`config.mk`:
```
export PLATFORM = sky130hd
export DESIGN_NAME = block_background_masker_flat
export DESIGN_NICKNAME = d
export VERILOG_FILES = /design/src/hdl/bbm_pkg.sv /design/src/hdl/bbm_if.sv /design/src/hdl/block_background_masker.sv /design/src/flat_wrapper.sv
export SDC_FILE = /design/constraint.sdc
export NUM_CORES = 2
export LEC_CHECK = 0
export ABC_CLOCK_PERIOD_IN_PS = 14010
export BUFFER_PORTS_ARGS = -buffer_cell sky130_fd_sc_hd__buf_2
export CAP_MARGIN = 30
export CORE_MARGIN = 2
export CORE_UTILIZATION = 55
export CTS_CLUSTER_DIAMETER = 60
export DETAILED_ROUTE_END_ITERATION = 10
export PLACE_DENSITY = 0.67
export SLEW_MARGIN = 20
export SYNTH_ARGS = -nofsm -noshare
export SYNTH_HDL_FRONTEND = slang
export SYNTH_SLANG_ARGS = --single-unit
export TNS_END_PERCENT = 30
```
`constraint.sdc`:
```
create_clock -name i_clk -period 14.01 [get_ports i_clk]
set_input_delay 2.802 -clock i_clk [delete_from_list [all_inputs] [get_ports i_clk]]
set_output_delay 2.802 -clock i_clk [all_outputs]
set_load 0.02 [all_outputs]
```
`src/hdl/bbm_pkg.sv`:
```
// Package for the block background masker.
// Holds widths, register codes, payload structs and the controller state type.
// No dependencies; read first by every other file.
package bbm_pkg;

    localparam int MAX_BLOCK_DEF = 8;
    localparam int CH_W          = 8;
    localparam int THR_W         = 10;
    localparam int SIZE_W        = 4;
    localparam int PADDR_W       = 3;
    localparam int PDATA_W       = 32;
    localparam int DIFF_MAX      = 381;

    localparam int REG_THRESH = 0;
    localparam int REG_SIZE   = 1;

    typedef struct packed {
        logic [CH_W-1:0] pix_c0;
        logic [CH_W-1:0] pix_c1;
        logic [CH_W-1:0] pix_c2;
        logic [CH_W-1:0] bg_c0;
        logic [CH_W-1:0] bg_c1;
        logic [CH_W-1:0] bg_c2;
    } t_pix;

    typedef struct packed {
        logic [CH_W-1:0] out_c0;
        logic [CH_W-1:0] out_c1;
        logic [CH_W-1:0] out_c2;
        logic            block_is_bg;
        logic            last_of_block;
    } t_res;

    typedef enum logic [1:0] {
        ST_FILL,
        ST_JUDGE,
        ST_DRAIN
    } t_state;

endpackage

```
`src/hdl/bbm_if.sv`:
```
// Stream interfaces for the block background masker: pixel input and result output.
// Depends on bbm_pkg for the payload structs.
interface bbm_pix_if;
    logic         valid;
    logic         ready;
    bbm_pkg::t_pix payload;

    modport source (output valid, output payload, input ready);
    modport sink   (input valid, input payload, output ready);
endinterface

interface bbm_res_if;
    logic         valid;
    logic         ready;
    bbm_pkg::t_res payload;

    modport source (output valid, output payload, input ready);
    modport sink   (input valid, input payload, output ready);
endinterface

```
`src/hdl/block_background_masker.sv`:
```
// Top level of the block background masker: fill controller, block buffer and output stage.
// Depends on bbm_pkg and the stream interfaces in bbm_if.sv.
//
// Usage: pixels of one square block arrive on i_pix, row by row, each with the
// background mean at its position. A transfer is taken when valid and ready are high.
// Each pixel is written to the block buffer (one write port) and its weighted
// difference added to a running sum; a pixel is taken every cycle while filling.
// The cycle after the last pixel the sum is compared with diff_threshold*n*n,
// then the buffer is read back once into the output register on o_res, one entry a
// cycle while the receiver accepts. Filling, judging and draining take turns; the
// first result is loaded by the first read in the drain state, after the judge state.
// Input is held off (ready low) from the last pixel until the final read is issued;
// the next block may then start while the last result still waits in the output register.
// A stalled receiver holds the output register and pauses the buffer reads.
// Reset clears the controller, the sum and the fill count, and sets the registers to
// threshold 0 and block size 8; the buffer itself needs no clearing.
// Configuration is written over the APB port at byte addresses 0 and 4.
module block_background_masker #(
    parameter int MAX_BLOCK = bbm_pkg::MAX_BLOCK_DEF
) (
    input  logic                        i_clk,
    input  logic                        i_rst_n,
    bbm_pix_if.sink                     i_pix,
    bbm_res_if.source                   o_res,
    input  logic                        psel,
    input  logic                        penable,
    input  logic                        pwrite,
    input  logic [bbm_pkg::PADDR_W-1:0] paddr,
    input  logic [bbm_pkg::PDATA_W-1:0] pwdata,
    output logic [bbm_pkg::PDATA_W-1:0] prdata,
    output logic                        pready
);

    localparam int DEPTH = MAX_BLOCK * MAX_BLOCK;
    localparam int AW    = (DEPTH > 1) ? $clog2(DEPTH) : 1;
    localparam int CW    = $clog2(DEPTH + 1);
    localparam int NW    = $clog2(MAX_BLOCK + 1);
    localparam int SW    = $clog2(DEPTH * bbm_pkg::DIFF_MAX + 1);
    localparam int LW    = bbm_pkg::THR_W + CW;
    localparam int CMPW  = (SW > LW) ? SW : LW;
    localparam int CH_W  = bbm_pkg::CH_W;
    localparam int PIX_W = 3 * CH_W;

    logic [bbm_pkg::THR_W-1:0]  r_thr;
    logic [bbm_pkg::SIZE_W-1:0] r_size;

    bbm_pkg::t_state r_state, n_state;
    logic [CW-1:0]   r_cnt, n_cnt;
    logic [CW-1:0]   r_rd, n_rd;
    logic [SW-1:0]   r_sum, n_sum;
    logic            r_bg, n_bg;

    logic            r_ov;
    logic            r_obg;
    logic            r_olast;
    logic [PIX_W-1:0] r_rdata;

    logic [PIX_W-1:0] mem [DEPTH];

    logic            cfg_wr;
    logic            in_take;
    logic            wr_en;
    logic            rd_en;
    logic            rd_last;
    logic [NW-1:0]   side;
    logic [CW-1:0]   total;
    logic [LW-1:0]   limit;
    logic [CH_W-1:0] d0, d1, d2;
    logic [SW-1:0]   step_sum;

    function automatic logic [CH_W-1:0] abs_diff(input logic [CH_W-1:0] a,
                                                 input logic [CH_W-1:0] b);
        return (a >= b) ? (a - b) : (b - a);
    endfunction

    // Configuration port
    assign pready = 1'b1;
    assign cfg_wr = psel && penable && pwrite && pready;

    always_ff @(posedge i_clk) begin
        if (!i_rst_n) begin
            r_thr  <= '0;
            r_size <= bbm_pkg::SIZE_W'(8);
        end else if (cfg_wr) begin
            if (paddr[2] == 1'(bbm_pkg::REG_SIZE)) begin
                r_size <= pwdata[bbm_pkg::SIZE_W-1:0];
            end else begin
                r_thr <= pwdata[bbm_pkg::THR_W-1:0];
            end
        end
    end

    always_comb begin
        if (paddr[2] == 1'(bbm_pkg::REG_SIZE)) begin
            prdata = bbm_pkg::PDATA_W'(r_size);
        end else begin
            prdata = bbm_pkg::PDATA_W'(r_thr);
        end
    end

    // Block geometry and limit
    always_comb begin
        if (r_size == '0) begin
            side = NW'(1);
        end else if (r_size > bbm_pkg::SIZE_W'(MAX_BLOCK)) begin
            side = NW'(MAX_BLOCK);
        end else begin
            side = NW'(r_size);
        end
    end

    assign total = CW'(side) * CW'(side);
    assign limit = LW'(r_thr) * LW'(total);

    // Pixel difference
    assign d0 = abs_diff(i_pix.payload.pix_c0, i_pix.payload.bg_c0);
    assign d1 = abs_diff(i_pix.payload.pix_c1, i_pix.payload.bg_c1);
    assign d2 = abs_diff(i_pix.payload.pix_c2, i_pix.payload.bg_c2);
    assign step_sum = r_sum + SW'(d0) + SW'(d1 >> 2) + SW'(d2 >> 2);

    assign in_take = i_pix.valid && i_pix.ready;
    assign rd_last = (r_rd + CW'(1)) == r_cnt;

    // Controller
    always_comb begin
        n_state     = r_state;
        n_cnt       = r_cnt;
        n_rd        = r_rd;
        n_sum       = r_sum;
        n_bg        = r_bg;
        wr_en       = 1'b0;
        rd_en       = 1'b0;
        i_pix.ready = 1'b0;
        unique case (r_state)
            bbm_pkg::ST_FILL: begin
                i_pix.ready = 1'b1;
                if (i_pix.valid) begin
                    wr_en = 1'b1;
                    n_sum = step_sum;
                    n_cnt = r_cnt + CW'(1);
                    if (n_cnt >= total) begin
                        n_state = bbm_pkg::ST_JUDGE;
                    end
                end
            end
            bbm_pkg::ST_JUDGE: begin
                n_bg    = CMPW'(r_sum) <= CMPW'(limit);
                n_sum   = '0;
                n_rd    = '0;
                n_state = bbm_pkg::ST_DRAIN;
            end
            bbm_pkg::ST_DRAIN: begin
                rd_en = !r_ov || o_res.ready;
                if (rd_en) begin
                    n_rd = r_rd + CW'(1);
                    if (rd_last) begin
                        n_cnt   = '0;
                        n_state = bbm_pkg::ST_FILL;
                    end
                end
            end
            default: begin
                n_state = bbm_pkg::ST_FILL;
            end
        endcase
    end

    always_ff @(posedge i_clk) begin
        if (!i_rst_n) begin
            r_state <= bbm_pkg::ST_FILL;
            r_cnt   <= '0;
            r_rd    <= '0;
            r_sum   <= '0;
            r_ov    <= 1'b0;
        end else begin
            r_state <= n_state;
            r_cnt   <= n_cnt;
            r_rd    <= n_rd;
            r_sum   <= n_sum;
            if (rd_en) begin
                r_ov <= 1'b1;
            end else if (o_res.ready) begin
                r_ov <= 1'b0;
            end
        end
    end

    always_ff @(posedge i_clk) begin
        r_bg <= n_bg;
        if (rd_en) begin
            r_obg   <= r_bg;
            r_olast <= rd_last;
        end
    end

    // Block buffer
    always_ff @(posedge i_clk) begin
        if (wr_en) begin
            mem[r_cnt[AW-1:0]] <= {i_pix.payload.pix_c2, i_pix.payload.pix_c1,
                                   i_pix.payload.pix_c0};
        end
    end

    always_ff @(posedge i_clk) begin
        if (rd_en) begin
            r_rdata <= mem[r_rd[AW-1:0]];
        end
    end

    // Output stage
    assign o_res.valid = r_ov;
    always_comb begin
        o_res.payload.out_c0        = r_obg ? '0 : r_rdata[CH_W-1:0];
        o_res.payload.out_c1        = r_obg ? '0 : r_rdata[2*CH_W-1:CH_W];
        o_res.payload.out_c2        = r_obg ? '0 : r_rdata[3*CH_W-1:2*CH_W];
        o_res.payload.block_is_bg   = r_obg;
        o_res.payload.last_of_block = r_olast;
    end

    a_cnt_bound: assert property (@(posedge i_clk) disable iff (!i_rst_n)
        r_cnt <= CW'(DEPTH))
        else $error("fill count beyond buffer depth");

    a_end_judge: assert property (@(posedge i_clk) disable iff (!i_rst_n)
        (in_take && ((r_cnt + CW'(1)) >= total)) |=> (r_state == bbm_pkg::ST_JUDGE))
        else $error("block end not followed by judgement");

    a_no_wr_drain: assert property (@(posedge i_clk) disable iff (!i_rst_n)
        (r_state == bbm_pkg::ST_DRAIN) |-> (!wr_en && !i_pix.ready))
        else $error("buffer written while draining");

    a_rd_in_range: assert property (@(posedge i_clk) disable iff (!i_rst_n)
        rd_en |-> (r_rd < r_cnt))
        else $error("read beyond stored pixels");

    a_drain_done: assert property (@(posedge i_clk) disable iff (!i_rst_n)
        (rd_en && rd_last) |=> (r_ov && r_olast && (r_state == bbm_pkg::ST_FILL)))
        else $error("final read did not mark last result");

endmodule
```
`src/flat_wrapper.sv`:
```
// flat-port wrapper written by rule: the top's interface ports become plain ports
module block_background_masker_flat 
#(
    parameter int MAX_BLOCK = bbm_pkg::MAX_BLOCK_DEF
)
  (i_clk, i_rst_n, psel, penable, pwrite, paddr, pwdata, prdata, pready, i_pix_valid, i_pix_payload, i_pix_ready, o_res_valid, o_res_payload, o_res_ready);
  bbm_pix_if i_pix_i ();
  bbm_res_if o_res_i ();
  input  logic i_clk;
  input  logic i_rst_n;
  input  logic psel;
  input  logic penable;
  input  logic pwrite;
  input  logic [bbm_pkg::PADDR_W-1:0] paddr;
  input  logic [bbm_pkg::PDATA_W-1:0] pwdata;
  output logic [bbm_pkg::PDATA_W-1:0] prdata;
  output logic pready;
  input wire logic [$bits(i_pix_i.valid)-1:0] i_pix_valid;
  input wire logic [$bits(i_pix_i.payload)-1:0] i_pix_payload;
  output wire logic [$bits(i_pix_i.ready)-1:0] i_pix_ready;
  output wire logic [$bits(o_res_i.valid)-1:0] o_res_valid;
  output wire logic [$bits(o_res_i.payload)-1:0] o_res_payload;
  input wire logic [$bits(o_res_i.ready)-1:0] o_res_ready;
  assign i_pix_i.valid = i_pix_valid;
  assign i_pix_i.payload = i_pix_payload;
  assign i_pix_ready = i_pix_i.ready;
  assign o_res_valid = o_res_i.valid;
  assign o_res_payload = o_res_i.payload;
  assign o_res_i.ready = o_res_ready;
  block_background_masker #(.MAX_BLOCK(MAX_BLOCK)) u_core (.i_clk(i_clk), .i_rst_n(i_rst_n), .i_pix(i_pix_i), .o_res(o_res_i), .psel(psel), .penable(penable), .pwrite(pwrite), .paddr(paddr), .pwdata(pwdata), .prdata(prdata), .pready(pready));
endmodule
```
=== Word-level counts from Yosys, hierarchy flattened ===
Memory sizes are Yosys's and may differ from the RTL's. A register that Yosys moved wholly into a read port is not among the register bits.
Index checks and enable logic that the tools add are counted.

* Add/sub/neg operators: 11
* $mul: 2
* $lt $le $gt $ge: 6
* Equality and inequality tests: 7
* Multiplexer cells: 30
* Bitwise logic cells: 1
* Reduce and logical (&&, ||, !) cells: 16

{| class="wikitable"
|+ Operator list
! cell !! count
|-
| $mux W8 || 6
|-
| $sub A8 B8 Y8 || 6
|-
| $add A15 B6 Y15 || 2
|-
| $pmux W15 S2 || 1
|-
| $mux W7 || 4
|-
| $pmux W7 S2 || 2
|-
| $ge A8 B8 Y1 || 3
|-
| $le A15 B17 Y1 || 1
|-
| $mul A10 B7 Y17 || 1
|-
| $add A15 B8 Y15 || 1
|-
| $mux W15 || 1
|-
| $add A7 B1 Y7 const B || 2
|-
| $mux W10 || 1
|-
| $mux W1 || 8
|-
| $mux W2 || 4
|-
| $mux W4 || 2
|-
| $reduce_and A2 Y1 || 4
|-
| $reduce_and A4 Y1 || 2
|-
| $reduce_bool A2 Y1 || 4
|-
| $eq A7 B7 Y1 || 1
|-
| $ge A7 B7 Y1 || 1
|-
| $mul A4 B4 Y7 || 1
|-
| $ne A2 B1 Y1 const B || 3
|-
| $pmux W2 S3 || 1
|-
| 10 further kinds || 11
|}

* Register bits: 49
* RAM bits: 1536
* Input bits: 90
* Output and inout bits: 61
* Memories kept: 1

{| class="wikitable"
|+ Memory list
! memory !! depth !! bits a word !! read ports !! clocked after memory_dff !! write ports !! line !! source
|-
| u_core.mem || 64 || 24 || 1 || 1 || 1 || block_background_masker.sv:58 || <nowiki>logic [PIX_W-1:0] mem [DEPTH];</nowiki>
|}

=== Logic depth before layout (Yosys ltp) ===
* Word-level depth: 8
* Depth in mapped cells: 30

=== Worst setup path after synthesis ===
No wires, ideal clock.

* Path kind: input-to-reg
* Start: input i_pix_payload[40]
* End: register u_core.r_sum[11]
* Arrival time: 7.348 ns
* Required time: 13.938 ns
* Path slack: 6.591 ns
* Cell stages on the path: 20
* Buffers on the path: 0
* Cells stage by stage: inv_1 > ha_1 > inv_1 > fa_1 > a21o_1 > a2111oi_2 > o21ai_0 > nand2_1 > mux2i_1 > fa_1 > inv_1 > fa_1 > ha_1 > fa_1 > a21o_1 > a21oi_1 > o21ai_0 > a311o_1 > o2111ai_1 > mux2i_1

* Longest elaborated chain between the ends: 7
* Elaborated cells between the ends (all ways): 9
* Classes of those cells: add/sub: 5; order compare: 1; mux: 3

{| class="wikitable"
|+ Ends and longest elaborated chain
! item !! line !! source
|-
| start: declaration || flat_wrapper.sv:19 || <nowiki>input wire logic [$bits(i_pix_i.payload)-1:0] i_pix_payload;</nowiki>
|-
| $sub A8 B8 Y8 / $ge A8 B8 Y1 (equally long branches) || block_background_masker.sv:73 || <nowiki>return (a >= b) ? (a - b) : (b - a);</nowiki>
|-
| $mux W8 (*) || block_background_masker.sv:73 ||
|-
| $add A15 B8 Y15 (*) || block_background_masker.sv:119 || <nowiki>assign step_sum = r_sum + SW'(d0) + SW'(d1 >> 2) + SW'(d2 >> 2);</nowiki>
|-
| $add A15 B6 Y15 (*) (2 in a row) || block_background_masker.sv:119 ||
|-
| $mux W15 (*) || block_background_masker.sv:137 || <nowiki>if (i_pix.valid) begin</nowiki>
|-
| $pmux W15 S2 (*) || block_background_masker.sv:134 || <nowiki>unique case (r_state)</nowiki>
|-
| end signal: assignment || block_background_masker.sv:179 || <nowiki>r_sum <= n_sum;</nowiki>
|-
| end: declaration || block_background_masker.sv:50 || <nowiki>logic [SW-1:0] r_sum, n_sum;</nowiki>
|}

Every way passes the cells marked *; elsewhere a longest branch is shown, timed or not. The select of a mux whose other input is x is not followed.
A chain may end at the register's enable or synchronous reset.

=== Final worst setup path ===
* Start: input i_pix_payload[40]
* End: register u_core.r_sum[9]

The elaborated chain is that of the path after synthesis.

==> impl_results.md <==
* Number of storage elements in the synthesis netlist at 1609
* Placed wire-length estimate at 90750 µm
* Clock net sink count at 1609
* Initial antenna violation count at 12
* Biggest area consumer among synthesized cells: sky130_fd_sc_hd__edfxtp_1
* Netlist Area Pre-Place at 0.06678 mm²
* Data arrival time of the critical path at 8.64 ns
* Total congestion overflow at 0
* Adder and majority gate portion of the synthesized area at 0.03729
* CTS Root Buffer Type: sky130_fd_sc_hd__clkbuf_16
* Setup crit start kind: primary input
* Fraction of the mapped netlist area in simple logic gates at 0.03262
* Top-level port count at 151
* Number of vias in the routed layout at 33640
* Number of post-CTS setup repair buffers at 0
* Compound-gate portion of the synthesized area at 0.02164
* Average wire length per cell after detail routing at 30.54 µm
* Share of the cycle needed by the critical path after routing at 0.5682
* Overall die width at 352.4 µm
* Status: finished clean
* Synthesis-to-layout area growth at 11.99%
* Global-route wire length before repair at 232400 µm
* Reg area at 0.04787 mm²
* Routed vias/inst at 6.358
* Overall track demand over capacity in global routing at 0.2620
* Max-slew headroom at the worst pin at 0.2927
* RSZ-0062 raised after global routing: false
* Worst Tran Pin Value at 1.061 ns
* Async set or reset register ratio after synthesis at 0
* Number of global-route vias before repair at 33930
* Core Box Area at 0.1201 mm²
* Clock Path Buffers at 3
* Setup-violating endpoint count in the final report at 0
* Main combinational cell family by area after synthesis: multiplexers
* Max Fanout on Critical Path at 66
* Quantity of hold-fixing buffers added after cts at 0
* Clock skew at 0.01726 ns
* Hold Vio Cnt, Final at 0
* Leakage at 24.12 nW
* Endpoint class of the critical path: flop
* Fraction of layout instances using a drive strength above 1 at 0.2717
* Initial detailed-routing violation count at 4396
* Count of synthesis-stage warnings from yosys at 0
* Detailed Route WL at 161600 µm
* Summed area of non-filler cells in the final layout at 0.07478 mm²
* Fin Hold WS at 0.5021 ns
* Post-route antenna net violation count at 0
* Count of fill cells added during filler insertion at 8222
* Number of distinct library cells after synthesis at 69
* Class of the tightest hold or removal check: reg2reg
* Resized Gates After CTS at 0
* CTS buffer count at 159
* Number of cell rows at 127
* Commonest register cell after synthesis: sky130_fd_sc_hd__edfxtp_1
* Power, Total at 0.01010 W
* Max rail drop VDD at 0.0001253 V
* Vert. Die Dim at 352.4 µm
* Clock tree from TritonCTS: built
* Largest net degree at the start of global routing at 152
* Routability Congestion at 0.8866
* Data required time at the worst endpoint at 14.69 ns
* Sequential area share after synthesis at 0.7167
* Number of synthesized flops with an enable pin at 1563
* Worst setup path class: in2reg
* TritonRoute pass-1 iters at 6
* Count of H-tree levels built during CTS at 4
* Total Nets Final at 3803
* Mean instance size in the synthesized netlist at 20.12 µm²
* Area share of the leading cell type in the synthesized netlist at 0.7029
* Maximum Capacitance Violations at 0
* Initial core utilization at 0.5559
* Final min period at 7.961 ns
* Synth area leaders: sky130_fd_sc_hd__edfxtp_1, sky130_fd_sc_hd__mux4_2, sky130_fd_sc_hd__ha_1
* Die Area at 0.1242 mm²
* Maximum frequency from static timing analysis at 125.6 MHz
* Mux cell area share after synthesis at 0.1646
* Instance area after placement at 0.06960 mm²
* Total negative slack for setup checks at 0 ns
* Area used by multi-input combinational logic at 0.01779 mm²
* DRC Markers at 0
* Number of buffer cells added on primary ports at 103
* Count of final max-slew check failures at 0
* Post-Synthesis Cells at 3319
* Clock transition at the registers of the reported paths at 0.05 ns
* XOR/XNOR share of the synthesized area at 0.006427
* Latest clock arrival within the worst-skew pair at 0.77 ns
* Power density of the placed cells at 135.1 mW/mm²
-- area by class of cell --
cell class / instances / share of cell area
timing repair buffer: 215 / 0.01964
clock inverter: 87 / 0.01118
antenna: 7 / 0.0002342
tap: 1612 / 0.02697
inverter: 134 / 0.006759
sequential: 1609 / 0.6401
clock buffer: 206 / 0.05725
multi-input combinational: 1422 / 0.2379
-- state kept, by name, summed over array words and instances (netlist names), 2 cells and up --
register and flops:
u_core.r_sum 15, u_core.r_rd 7, u_core.mem 1536, u_core.r_rdata 24, u_core.r_cnt 7, u_core.r_state 2
u_core.r_thr 10, u_core.r_size 4
-- per-layer routing --
layer / wire (µm) / up-vias / GRT usage
li1: - / 13910 / -
met1: 65000 / 17910 / 0.3730
met2: 78830 / 1588 / 0.4217
met3: 14420 / 238 / 0.05330
met4: 3360 / 2 / 0.06504
met5: 13 / - / 0
-- critical path, cell delays in order --
cell and delay, ns:
sky130_fd_sc_hd__buf_2 0.10, sky130_fd_sc_hd__buf_4 0.31, sky130_fd_sc_hd__inv_1 0.14, sky130_fd_sc_hd__ha_1 0.18
sky130_fd_sc_hd__inv_1 0.07, sky130_fd_sc_hd__fa_1 0.40, sky130_fd_sc_hd__a21o_1 0.22, sky130_fd_sc_hd__a2111oi_2 0.57
sky130_fd_sc_hd__o21ai_0 0.32, sky130_fd_sc_hd__nand2_1 0.26, sky130_fd_sc_hd__mux2i_1 0.30, sky130_fd_sc_hd__fa_1 0.44
sky130_fd_sc_hd__inv_1 0.09, sky130_fd_sc_hd__fa_1 0.42, sky130_fd_sc_hd__ha_1 0.24, sky130_fd_sc_hd__fa_1 0.46
sky130_fd_sc_hd__a21o_1 0.18, sky130_fd_sc_hd__a21oi_1 0.25, sky130_fd_sc_hd__o21ai_0 0.18, sky130_fd_sc_hd__a31oi_1 0.41
sky130_fd_sc_hd__nand4_1 0.17, sky130_fd_sc_hd__o221ai_1 0.11
-- worst paths after layout --
kind / from / endpoint / slack (ns) / depth (start not counted)
worst max-delay path: i_pix_payload[40] / u_core.r_sum[9] / 6.05 / 22
worst min-delay path: u_core.r_cnt[6] / u_core.r_cnt[6] / 0.50 / 2
worst max register to register: u_core.r_size[3] / u_core.r_bg / 6.32 / 26
worst min register to register: u_core.r_cnt[6] / u_core.r_cnt[6] / 0.50 / 2
-- through the flow --
step                  util  setup WS [ns]  instances
finish              0.6225          6.049       5292
global route        0.6224          5.653       5287
CTS                 0.6219          6.171       5282
detailed placement  0.5793          5.384       4989
global placement    0.5789          5.587       4987
floorplan                -          6.591       3342
-- Yosys cell counts (4+ instances only) --
cell	n
sky130_fd_sc_hd__buf_1	20
sky130_fd_sc_hd__mux2i_1	26
sky130_fd_sc_hd__dfxtp_1	46
sky130_fd_sc_hd__a22oi_1	13
sky130_fd_sc_hd__o221ai_1	8
sky130_fd_sc_hd__a21o_1	12
sky130_fd_sc_hd__buf_6	5
sky130_fd_sc_hd__a211oi_1	6
sky130_fd_sc_hd__clkbuf_1	77
sky130_fd_sc_hd__o22ai_1	37
sky130_fd_sc_hd__nand2b_1	17
sky130_fd_sc_hd__edfxtp_1	1563
sky130_fd_sc_hd__nand3_1	29
sky130_fd_sc_hd__inv_1	134
sky130_fd_sc_hd__mux4_2	474
sky130_fd_sc_hd__nor2_1	143
sky130_fd_sc_hd__o21ai_1	8
sky130_fd_sc_hd__o21a_1	5
sky130_fd_sc_hd__o41a_1	4
sky130_fd_sc_hd__nor3_1	12
sky130_fd_sc_hd__mux2_2	5
sky130_fd_sc_hd__o21ai_0	29
sky130_fd_sc_hd__nand2_1	101
sky130_fd_sc_hd__buf_4	32
sky130_fd_sc_hd__a31oi_1	6
sky130_fd_sc_hd__or3_1	9
sky130_fd_sc_hd__nor2b_1	41
sky130_fd_sc_hd__xor2_1	23
sky130_fd_sc_hd__buf_2	43
sky130_fd_sc_hd__ha_1	127
sky130_fd_sc_hd__and2_1	48
sky130_fd_sc_hd__or2_2	8
sky130_fd_sc_hd__nand4_1	18
sky130_fd_sc_hd__xnor2_1	26
sky130_fd_sc_hd__fa_1	45
sky130_fd_sc_hd__a21oi_1	65
-- report_power, final --
part / switching [W] / leakage, nW / internal, W
clock network: 0.00178 / 2.50 / 0.00239
logic: 0.000391 / 7.18 / 0.000226
registers: 0.0000157 / 14.4 / 0.00530
-- kinds of logic after synthesis --
group	Yosys count
AOI/OAI and AO/OA	223
xor gates and xnor gates	49
adders and majority gates	172
buffers and inverters	311
DFF	1609
muxes	505
other	2
and+or+nand+nor	448
-- placed cells by master, fill, tap and decap left out, drive strengths merged, types with 46 or more instances in the layout --
cell / synthesis / layout
buf: 100 / 215
a21oi: 65 / 65
clkbuf: 77 / 206
and2: 48 / 48
clkinv: 0 / 66
inv: 134 / 142
dfxtp: 46 / 46
edfxtp: 1563 / 1563
ha: 127 / 127
mux4: 474 / 474
nand2: 101 / 101
nor2: 143 / 143
(Power assumes the default switching activity.)
